--- src/rtl/dwr_pkg.sv ---
`timescale 1ns / 1ps

package dwr_pkg;

  // table and state sizing
  localparam int MAX_EDGES   = 64;
  localparam int STATE_BITS  = 8;
  localparam int STATE_COUNT = 1 << STATE_BITS;
  localparam int EDGE_AW     = $clog2(MAX_EDGES);
  localparam int EDGE_CW     = $clog2(MAX_EDGES + 1);

  // opcodes
  localparam logic [2:0] OP_ADD_EDGE   = 3'd0;
  localparam logic [2:0] OP_ADD_ENTRY  = 3'd1;
  localparam logic [2:0] OP_ADD_ACCEPT = 3'd2;
  localparam logic [2:0] OP_SYMBOL     = 3'd3;
  localparam logic [2:0] OP_END        = 3'd4;

  // status codes
  localparam logic [1:0] ST_OK       = 2'd0;
  localparam logic [1:0] ST_DUP      = 2'd1;
  localparam logic [1:0] ST_FULL     = 2'd2;
  localparam logic [1:0] ST_NO_ENTRY = 2'd3;

  typedef logic [STATE_BITS-1:0] state_t;

  // one stored transition
  typedef struct packed {
    state_t     src;
    logic [7:0] lab;
    state_t     tgt;
  } edge_t;

  // controller to datapath
  typedef struct packed {
    logic load;
    logic scan;
    logic commit;
  } dwr_cmd_t;

  // datapath to controller
  typedef struct packed {
    logic need_scan;
    logic scan_done;
  } dwr_stat_t;

endpackage

--- src/rtl/dfa_word_recognizer_core.sv ---
`timescale 1ns / 1ps

// channel  direction  handshake           fields
// in       input      in_valid/in_stall   opcode, state_a, symbol, state_b
// out      output     out_valid/out_stall status, word_done, accepted, current_state
//
// one result word per input word; one word is worked on at a time
// a scan reads the transition table through its single read port, one entry a cycle;
// it stops at the first matching entry or after the last stored entry
// words with no scan go from idle straight to the finish state, which registers the result
// rst is synchronous; the table needs no clearing, the accept map clears at once
// a held result stalls only the finish of the following word

module dfa_word_recognizer_core import dwr_pkg::*; (
  input  logic       clk,
  input  logic       rst,
  input  logic       in_valid,
  output logic       in_stall,
  input  logic [2:0] opcode,
  input  logic [7:0] state_a,
  input  logic [7:0] symbol,
  input  logic [7:0] state_b,
  output logic       out_valid,
  input  logic       out_stall,
  output logic [1:0] status,
  output logic       word_done,
  output logic       accepted,
  output logic [7:0] current_state
);

  dwr_cmd_t  cmd;
  dwr_stat_t stat;

  // sequencing
  dwr_ctrl u_ctrl (
    .clk       (clk),
    .rst       (rst),
    .in_valid  (in_valid),
    .in_stall  (in_stall),
    .out_valid (out_valid),
    .out_stall (out_stall),
    .stat      (stat),
    .cmd       (cmd)
  );

  // table, automaton state and result register
  dwr_dp u_dp (
    .clk           (clk),
    .rst           (rst),
    .opcode        (opcode),
    .state_a       (state_a),
    .symbol        (symbol),
    .state_b       (state_b),
    .cmd           (cmd),
    .stat          (stat),
    .status        (status),
    .word_done     (word_done),
    .accepted      (accepted),
    .current_state (current_state)
  );

endmodule

--- src/rtl/dwr_ram.sv ---
`timescale 1ns / 1ps

module dwr_ram #(
  parameter int WIDTH = 8,
  parameter int DEPTH = 64
) (
  input  logic                     clk,
  input  logic                     we,
  input  logic [$clog2(DEPTH)-1:0] waddr,
  input  logic [WIDTH-1:0]         wdata,
  input  logic                     re,
  input  logic [$clog2(DEPTH)-1:0] raddr,
  output logic [WIDTH-1:0]         rdata
);

  logic [WIDTH-1:0] mem [DEPTH];

  // one write port, one registered read port
  always_ff @(posedge clk) begin
    if (we) begin
      mem[waddr] <= wdata;
    end
    if (re) begin
      rdata <= mem[raddr];
    end
  end

endmodule

--- src/rtl/dwr_ctrl.sv ---
`timescale 1ns / 1ps

module dwr_ctrl import dwr_pkg::*; (
  input  logic      clk,
  input  logic      rst,
  input  logic      in_valid,
  output logic      in_stall,
  output logic      out_valid,
  input  logic      out_stall,
  input  dwr_stat_t stat,
  output dwr_cmd_t  cmd
);

  localparam logic [1:0] S_IDLE = 2'd0;
  localparam logic [1:0] S_SCAN = 2'd1;
  localparam logic [1:0] S_FIN  = 2'd2;

  logic [1:0] state;
  logic [1:0] state_next;
  logic       out_free;

  assign in_stall = (state != S_IDLE);
  assign out_free = !out_valid || !out_stall;

  // commands
  always_comb begin
    cmd.load   = (state == S_IDLE) && in_valid;
    cmd.scan   = (state == S_SCAN);
    cmd.commit = (state == S_FIN) && out_free;
  end

  // next state
  always_comb begin
    state_next = state;
    case (state)
      S_IDLE: begin
        if (in_valid) begin
          state_next = stat.need_scan ? S_SCAN : S_FIN;
        end
      end
      S_SCAN: begin
        if (stat.scan_done) begin
          state_next = S_FIN;
        end
      end
      S_FIN: begin
        if (out_free) begin
          state_next = S_IDLE;
        end
      end
      default: state_next = S_IDLE;
    endcase
  end

  always_ff @(posedge clk) begin
    if (rst) begin
      state     <= S_IDLE;
      out_valid <= 1'b0;
    end else begin
      state <= state_next;
      if (cmd.commit) begin
        out_valid <= 1'b1;
      end else if (!out_stall) begin
        out_valid <= 1'b0;
      end
    end
  end

endmodule

--- src/rtl/dwr_dp.sv ---
`timescale 1ns / 1ps

module dwr_dp import dwr_pkg::*; (
  input  logic       clk,
  input  logic       rst,
  input  logic [2:0] opcode,
  input  logic [7:0] state_a,
  input  logic [7:0] symbol,
  input  logic [7:0] state_b,
  input  dwr_cmd_t   cmd,
  output dwr_stat_t  stat,
  output logic [1:0] status,
  output logic       word_done,
  output logic       accepted,
  output logic [7:0] current_state
);

  // item registers
  logic [2:0]  item_op;
  state_t      item_sa;
  logic [7:0]  item_sym;
  state_t      item_sb;

  // automaton state
  logic [EDGE_CW-1:0]     edge_count;
  logic [STATE_COUNT-1:0] accept_map;
  state_t                 start_state;
  logic                   has_start;
  state_t                 current;
  logic                   in_word;
  logic                   rejected;

  // scan state
  logic [EDGE_CW-1:0] idx;
  logic               pv;
  logic               pl;
  logic               found;
  state_t             found_tgt;

  logic        rej_w;
  state_t      cur_w;
  logic        issue;
  logic        match;
  state_t      key_src;
  edge_t       rd_edge;
  edge_t       wr_edge;
  logic [$bits(edge_t)-1:0] rd_data;
  logic        ram_we;
  state_t      acc_addr;
  logic        acc_bit;
  logic        table_full;

  // result word before the output register
  logic [1:0]  status_next;
  logic        word_done_next;
  logic        accepted_next;
  logic [7:0]  current_state_next;

  // word start view of state
  assign rej_w = in_word ? rejected : !has_start;
  assign cur_w = (!in_word && has_start) ? start_state : current;

  assign stat.need_scan = (edge_count != '0) &&
                          ((opcode == OP_ADD_EDGE) ||
                           ((opcode == OP_SYMBOL) && (symbol != 8'd0) && !rej_w));

  // edge table
  assign issue      = cmd.scan && (idx < edge_count);
  assign table_full = (edge_count == EDGE_CW'(MAX_EDGES));
  assign ram_we     = cmd.commit && (item_op == OP_ADD_EDGE) && !found && !table_full;
  assign wr_edge    = '{src: item_sa, lab: item_sym, tgt: item_sb};

  dwr_ram #(
    .WIDTH ($bits(edge_t)),
    .DEPTH (MAX_EDGES)
  ) u_edges (
    .clk   (clk),
    .we    (ram_we),
    .waddr (edge_count[EDGE_AW-1:0]),
    .wdata (wr_edge),
    .re    (issue),
    .raddr (idx[EDGE_AW-1:0]),
    .rdata (rd_data)
  );

  // compare the entry read last cycle
  assign rd_edge = edge_t'(rd_data);
  assign key_src = (item_op == OP_ADD_EDGE) ? item_sa : cur_w;
  assign match   = (rd_edge.src == key_src) && (rd_edge.lab == item_sym) &&
                   ((item_op != OP_ADD_EDGE) || (rd_edge.tgt == item_sb));
  assign stat.scan_done = pv && (match || pl);

  always_ff @(posedge clk) begin
    if (cmd.load) begin
      item_op  <= opcode;
      item_sa  <= state_t'(state_a);
      item_sym <= symbol;
      item_sb  <= state_t'(state_b);
    end
  end

  // scan sequencing
  always_ff @(posedge clk) begin
    if (rst) begin
      idx   <= '0;
      pv    <= 1'b0;
      pl    <= 1'b0;
      found <= 1'b0;
    end else if (cmd.load) begin
      idx   <= '0;
      pv    <= 1'b0;
      pl    <= 1'b0;
      found <= 1'b0;
    end else if (cmd.scan) begin
      pv <= issue;
      pl <= (idx + EDGE_CW'(1)) == edge_count;
      if (issue) begin
        idx <= idx + EDGE_CW'(1);
      end
      if (pv && match && !found) begin
        found <= 1'b1;
      end
    end
  end

  always_ff @(posedge clk) begin
    if (cmd.scan && pv && match && !found) begin
      found_tgt <= rd_edge.tgt;
    end
  end

  // accept map lookup
  assign acc_addr = (item_op == OP_ADD_ACCEPT) ? item_sa : cur_w;
  assign acc_bit  = accept_map[acc_addr];

  // commit and result
  always_ff @(posedge clk) begin
    if (rst) begin
      edge_count  <= '0;
      accept_map  <= '0;
      start_state <= '0;
      has_start   <= 1'b0;
      current     <= '0;
      in_word     <= 1'b0;
      rejected    <= 1'b0;
    end else if (cmd.commit) begin
      case (item_op)
        OP_ADD_EDGE: begin
          if (ram_we) begin
            edge_count <= edge_count + EDGE_CW'(1);
          end
        end
        OP_ADD_ENTRY: begin
          if (!has_start) begin
            start_state <= item_sa;
            has_start   <= 1'b1;
          end
        end
        OP_ADD_ACCEPT: begin
          accept_map[acc_addr] <= 1'b1;
        end
        OP_SYMBOL, OP_END: begin
          if ((item_op == OP_SYMBOL) && (item_sym != 8'd0)) begin
            in_word  <= 1'b1;
            rejected <= rej_w || !found;
            current  <= (!rej_w && found) ? found_tgt : cur_w;
          end else begin
            in_word  <= 1'b0;
            rejected <= 1'b0;
            current  <= cur_w;
          end
        end
        default: ;
      endcase
    end
  end

  // result word fields
  always_comb begin
    status_next        = ST_OK;
    word_done_next     = 1'b0;
    accepted_next      = 1'b0;
    current_state_next = 8'(current);
    case (item_op)
      OP_ADD_EDGE: begin
        if (found) begin
          status_next = ST_DUP;
        end else if (table_full) begin
          status_next = ST_FULL;
        end
      end
      OP_ADD_ENTRY: begin
        if (has_start) begin
          status_next = ST_DUP;
        end
      end
      OP_ADD_ACCEPT: begin
        if (acc_bit) begin
          status_next = ST_DUP;
        end
      end
      OP_SYMBOL, OP_END: begin
        status_next = has_start ? ST_OK : ST_NO_ENTRY;
        if ((item_op == OP_SYMBOL) && (item_sym != 8'd0)) begin
          current_state_next = 8'((!rej_w && found) ? found_tgt : cur_w);
        end else begin
          word_done_next     = 1'b1;
          accepted_next      = !rej_w && acc_bit;
          current_state_next = 8'(cur_w);
        end
      end
      default: ;
    endcase
  end

  // output register
  always_ff @(posedge clk) begin
    if (cmd.commit) begin
      status        <= status_next;
      word_done     <= word_done_next;
      accepted      <= accepted_next;
      current_state <= current_state_next;
    end
  end

endmodule
--- config.mk ---
export PLATFORM = sky130hd
export DESIGN_NAME = dfa_word_recognizer_core
export DESIGN_NICKNAME = d
export VERILOG_FILES = /design/src/rtl/dwr_pkg.sv /design/src/rtl/dfa_word_recognizer_core.sv /design/src/rtl/dwr_ram.sv /design/src/rtl/dwr_ctrl.sv /design/src/rtl/dwr_dp.sv
export SDC_FILE = /design/constraint.sdc
export NUM_CORES = 2
export LEC_CHECK = 0
export BUFFER_PORTS_ARGS = -buffer_cell sky130_fd_sc_hd__buf_2
export CAP_MARGIN = 10
export CELL_PAD_IN_SITES_DETAIL_PLACEMENT = 1
export CELL_PAD_IN_SITES_GLOBAL_PLACEMENT = 1
export CORE_UTILIZATION = 55
export CTS_BUF_LIST = sky130_fd_sc_hd__clkbuf_16
export DETAILED_ROUTE_END_ITERATION = 7
export PLACE_DENSITY = 0.76
export SKIP_LAST_GASP = 1
export SLEW_MARGIN = 30
export SYNTH_ARGS = -nofsm -noshare
export SYNTH_HDL_FRONTEND = slang
export SYNTH_HIERARCHICAL = 1
export SYNTH_SLANG_ARGS = --single-unit
--- constraint.sdc ---
create_clock -name clk -period 4.8 [get_ports clk]
set_clock_uncertainty 0.15 [all_clocks]
set_input_delay 0.48 -clock clk [delete_from_list [all_inputs] [get_ports clk]]
set_output_delay 0.48 -clock clk [all_outputs]
set_load 0.005 [all_outputs]
# After elaboration in Yosys (flattened, before gate mapping)
# Memory sizes are Yosys's and may differ from the RTL's. A register that Yosys moved wholly into a read port is not among the register bits.
# Cells that the tools add are included.
word_totals:
  inputBits: 31
  regBits: 342
  elab_cells: 129
  ram_bits: 1536
  memories: 1
op_classes:
  order_cmp: 3
  n_addsub: 2
  n_eq_ne: 16
  bitwise: 3
  mux: 29
  n_reduce_logical: 53
mem_list:
  columns: ["memory", "depth", "word_bits", "rd", "rd_ports_with_merged_regs", "write_ports", "line_no", "text"]
  rows:
  - ["u_dp.u_edges.mem", 64, 24, 1, 1, 1, "dwr_ram.sv:16", "logic [WIDTH-1:0] mem [DEPTH];"]
op_table:
  columns: ["op", "count"]
  rows:
  - ["$or 256x256->256", 1]
  - ["$mux 8", 6]
  - ["$eq 8x8->1", 3]
  - ["$logic_and 1x1->1", 22]
  - ["$reduce_bool 8->1", 2]
  - ["$add 7x1->7 const B", 2]
  - ["$mux 2", 7]
  - ["$mux 1", 12]
  - ["$reduce_and 2->1", 5]
  - ["$eq 3x2->1 const B", 3]
  - ["$lt 8x9->1 const B", 1]
  - ["$reduce_and 3->1", 3]
  - ["$bmux 1 s8", 1]
  - ["$demux 1 s8", 1]
  - ["$ge 8x1->1 const B", 1]
  - ["$pmux 2 s4", 1]
  - ["$eq 7x7->1", 1]
  - ["$eq 7x7->1 const B", 1]
  - ["$logic_not 1->1", 7]
  - ["$lt 7x7->1", 1]
  - ["$reduce_bool 7->1", 1]
  - ["$logic_not 3->1", 2]
  - ["$pmux 2 s3", 1]
  - ["$reduce_or 2->1", 3]
  - ["11 further kinds", 18]

# Depth between registers and ports, before layout
logic_depth:
  depth_word: 11
  ltp_mapped: 14
  ltp_nobuf: 12

# Cells and area by module
# Netlist, hierarchy kept.
by_module_without_submodules:
  columns: ["mod", "area_each_um2", "instances", "cells_per_inst"]
  rows:
  - ["dwr_ram", 59535.8, 1, 2610]
  - ["dwr_dp", 15506.1, 1, 1722]
  - ["dwr_ctrl", 155.1, 1, 18]

# Least setup slack after synthesis
# Ideal clock, no wire load.
synth_timing:
  kind: "in2reg"
  startpoint: "in out_stall"
  endpoint: "mem u_dp/u_edges/mem[48][0] (netlist bit) (enable)"
  cell_stages: 6
  setup_ns: 0.435
  path_slack_ns: 0.379
  n_path_buf: 1
  t_arrival_ns: 3.836
  required_time_ns: 4.215
  cell_sequence: "a21oi_1 > and3_1 > clkbuf_1 > nor2b_1 > nand4b_1 > nor3_1"
synth_between:
  elab_chain_len: 8
synth_lines:
  columns: ["item", "line_no", "text"]
  rows:
  - ["start: declaration", "dfa_word_recognizer_core.sv:24", "input logic out_stall,"]
  - ["$logic_not 1->1", "dwr_ctrl.sv:23", "assign out_free = !out_valid || !out_stall;"]
  - ["$logic_or 1x1->1", "dwr_ctrl.sv:23", null]
  - ["$logic_and 1x1->1", "dwr_ctrl.sv:29", "cmd.commit = (state == S_FIN) && out_free;"]
  - ["$logic_and 1x1->1 (3 in a row)", "dwr_dp.sv:70", "assign ram_we = cmd.commit && (item_op == OP_ADD_EDGE) && !found && !table_full;"]
  - ["via u_dp.ram_we", "dwr_dp.sv:48", "logic ram_we;"]
  - ["$mux 1", "dwr_ram.sv:20", "if (we) begin"]
  - ["$mux 1 (implied by the code)", "dwr_ram.sv:21", "mem[waddr] <= wdata;"]
  - ["end: declaration", "dwr_ram.sv:16", null]
# The timed path passes the listed nets, and every way through them passes these cells.

# Worst setup path in the final report
layout_timing:
  startpoint: "reg u_dp.has_start"
  endpoint: "reg u_dp.status[0], data pin"
layout_between:
  elab_chain_len: 7
  word_cells_on_any_way: 9
  classes_between: "mux: 8; reduce/logical: 1"
layout_lines:
  columns: ["item", "line_no", "text"]
  rows:
  - ["start: declaration", "dwr_dp.sv:28", "logic has_start;"]
  - ["start signal: assignment", "dwr_dp.sv:142", "has_start <= 1'b0;"]
  - ["start signal: assignment", "dwr_dp.sv:156", "has_start <= 1'b1;"]
  - ["$logic_and 1x1->1", "dwr_dp.sv:61", "assign cur_w = (!in_word && has_start) ? start_state : current;"]
  - ["$mux 8", "dwr_dp.sv:61", null]
  - ["$mux 8", "dwr_dp.sv:133", "assign acc_addr = (item_op == OP_ADD_ACCEPT) ? item_sa : cur_w;"]
  - ["$bmux 1 s8", "dwr_dp.sv:134", "assign acc_bit = accept_map[acc_addr];"]
  - ["$mux 1 (implied by the code)", "dwr_dp.sv:134", null]
  - ["$mux 1", "dwr_dp.sv:198", "if (acc_bit) begin"]
  - ["$pmux 2 s4 (*)", "dwr_dp.sv:184", "case (item_op)"]
  - ["via u_dp.status_next[0]", "dwr_dp.sv:54", "logic [1:0] status_next;"]
  - ["end signal: assignment", "dwr_dp.sv:219", "status <= status_next;"]
  - ["end: declaration", "dwr_dp.sv:12", "output logic [1:0] status,"]
# Mark *: on every way through the listed nets, which the timed path passes. The rest lies on a longest branch. The select of a mux whose other input is x is not followed.
# A chain may end at the register's enable or synchronous reset.

==> metrics.cfg <==
[worst_setup_path]
startpoint_type=flip-flop
crit_path_end_kind=flip-flop
crit_chain=nand2b_4 > a21oi_4 > buf_4 > o22ai_1 > o21ai_0 > nand3_1 > a2111oi_0 > nor4_1 > o22ai_1 > o31ai_1 > o21ai_1
path_class=reg -> reg
crit_required_ns=5.29
path_max_fanout=28
r2r_slack_ns=0.51
worst_path_max_delay_cell=a21oi_4
critPathMostFrequentCell=o22ai_1
cpPeakStageDelay_ns=0.84
cp.arrival_ns=4.78

[routing]
wl_per_cell_um=34.53
drt_iter0_drc=5934
dr.pass1.iters=6
drc=0
wl_um=224800
antenna_left=0
route.detailed.vias_per_inst=6.762
vias=44020

[die]
fp-row-count=135
die_height_um=371.8
die_x_um=371.8
die_area_mm2=0.1382
ioPinCount=45
start_util_pct=55.44
coreArea_mm2=0.1356

[clocking]
clk_pin_slew_ns=0.06
numCtsBuffers=188
clock_latency_ns=0.82
cts_htree_levels=4
cts_tree=built
clk_path_buf_depth=3
post_cts_resized=0
cts_setup_buffers=0
clock-sinks=1902
clockRootBuffer=clkbuf_16

[synthesis]
synth_mux_area_share_pct=14.56
synth-compound-area-share_pct=6.155
synth_edf_count=1607
synth_top_cell_area_share_pct=64.17
netlist_top_cells_area=edfxtp_1, mux4_2, dfxtp_1
synth_seq_area_share_pct=72.03
synth_simple_gate_area_share_pct=4.601
syn_nets=4391
yosysWarningCount=6
synthCells=4350
ys_async_sr_fraction_pct=0
yosysTopAreaCell=edfxtp_1
synthXorXnorAreaFrac_pct=0.5241
synthAdderAreaFrac_pct=0.1664
synth-seq-cells=1902
syn_area_per_cell_um2=17.29
synth_flop_cell=edfxtp_1
syn_area_mm2=0.07520
synth_cell_types=84
synth_top_family_by_area=multiplexers

[job]
cap_viol_max_count=0

[global_route]
first_global_vias=45160
grt_max_degree=119
grt_pass1_wl_um=321700
grt_overflow_total=0
grt_antenna_before_repair=13
track_usage_pct=32.77

[timing]
report.final.slew_viol_count=0
timing.hold.ws_ns=0.1722
fin_crit_ns=4.285
max_slew_margin_pct=17.43
worst_pin_slew_ns=1.239
rsz0062_at_grt=no
fin_crit_sh_pct=89.28
hold_viol=0
fmax_ghz=0.2334
finalSetupViolations=0
fin_tns_setup_ns=0

[worst_hold_path]
hold_path.class=in -> reg

[cells_and_area]
final_core_util_pct=62.38
final_layout_size_suffix_gt1_share_pct=23.46
num-fill-cells=11670
nNetsFinal=4613
areaGrowthSynthToFinish_pct=12.52

[placement]
hpwl_um=136800
portBuffers=44
gp_congestion=0.8842

[power]
power_density_mw_per_mm2=387.7
power.leakage_nw=26.55
ir_drop_v=0.0003455

[run_status]
status=finished, final reports clean

-- what timing repair did --
item,in CTS,in global routing
endpoints found under the hold margin,30,0
endpoints found under the setup margin,0,0
hold buffers,29,0
-- synthesized netlist by cell type, types with 52 or more instances --
| cell type | count |
|---|---|
| o22ai_1 | 173 |
| clkbuf_1 | 110 |
| mux2i_1 | 122 |
| buf_2 | 93 |
| nand2_1 | 98 |
| dfxtp_1 | 295 |
| nor2_1 | 442 |
| a21oi_1 | 307 |
| mux2_2 | 53 |
| edfxtp_1 | 1607 |
| o21ai_0 | 67 |
| mux4_2 | 404 |
| a221oi_1 | 52 |
-- metal layers --
metal  share of wire, %  GRT usage [%]  routed length (µm)
met1                 37          44.41               84160
met2                 48          52.13              107700
met3                9.7          6.045               21810
met4                4.9          14.63               11020
met5              0.029              0                  66
-- final timing paths --
path,start,to,cells after the start
min,rst,u_dp/edge_count[6],2
min reg2reg,u_dp/accept_map[218],u_dp/accept_map[218],2
max reg2reg,u_dp/has_start,u_dp/status[0],11
max,u_dp/has_start,u_dp/status[0],11
-- metrics by stage --
step	worst slack (ns)	power, W	instances	area (µm²)
after global routing	0.3266	0.03348	6509	84610
after CTS	0.5876	0.03287	6505	84560
after global placement	0.6518	0.01893	6129	78400
final	0.5147	0.03281	6510	84610
after detailed placement	0.6102	0.01896	6130	78430
after floorplan	0.3791	0.01864	4350	75200
-- cells by family (layout without fill, tap and decap cells) --
kind of cell             after synthesis  in the layout
flip-flops                          1902           1902
AND/OR/NAND/NOR                      763            763
AO/OA/AOI/OAI                        755            755
multiplexers                         581            581
buffers and inverters                294            672
XOR/XNOR                              45             45
adder cells (fa/ha/maj)               10             10
other                                  0              1
-- cells in the final DEF (no fill, tap or decap), drive strengths merged, types with 29 or more instances in the layout --
master	count
clkinv	84
a221oi	52
xnor2	38
a21oi	312
a22oi	31
mux2i	123
edfxtp	1607
nor3	29
mux4	404
o21ai	86
nand3	46
dfxtp	295
nor2	444
dlygate4sd3	29
clkbuf	191
inv	74
buf	276
nand2	98
mux2	54
o22ai	174
-- flip-flops by register name, indices dropped and copies added, names as in the netlist, 2 cells and up --
signal,flops
u_dp/accept_map,256
u_dp/start_state,8
u_dp/edge_count,7
u_dp/item_sym,8
u_dp/current_state,8
u_dp/found_tgt,8
u_dp/u_edges/rdata,24
u_dp/item_sa,8
u_dp/item_op,3
u_dp/idx,7
u_dp/status,2
u_ctrl/state,2
u_dp/current,8
u_dp/item_sb,8
u_dp/u_edges/mem,1536
-- critical path: cells and delay by family, from the launching register on --
| family | cells | cell delay [ns] |
|---|---|---|
| buffers and inverters | 1 | 0.31 |
| flip-flops | 1 | 0.58 |
| AND/OR/NAND/NOR | 3 | 0.50 |
| AO/OA/AOI/OAI | 7 | 2.56 |
-- power by group --
| group | internal [W] | total, W | switching [W] |
|---|---|---|---|
| sequential | 0.0179 | 0.0180 | 0.0000498 |
| combinational | 0.000136 | 0.000671 | 0.000535 |
| clock | 0.00779 | 0.0142 | 0.00637 |
| total | 0.0259 | 0.0328 | 0.00695 |
-- cell type report --
class	instances	area [µm²]	area share, %
Inverter	20	75.07	0.08873
Tap cell	1781	2228	2.634
Sequential cell	1902	54180	64.03
Clock inverter	156	1089	1.287
Clock buffer	190	4755	5.619
Timing Repair Buffer	306	2471	2.921
Antenna cell	1	2.502	0.002958
Multi-Input combinational cell	2154	19810	23.42
No activity file was read; power rests on OpenSTA's default activity.
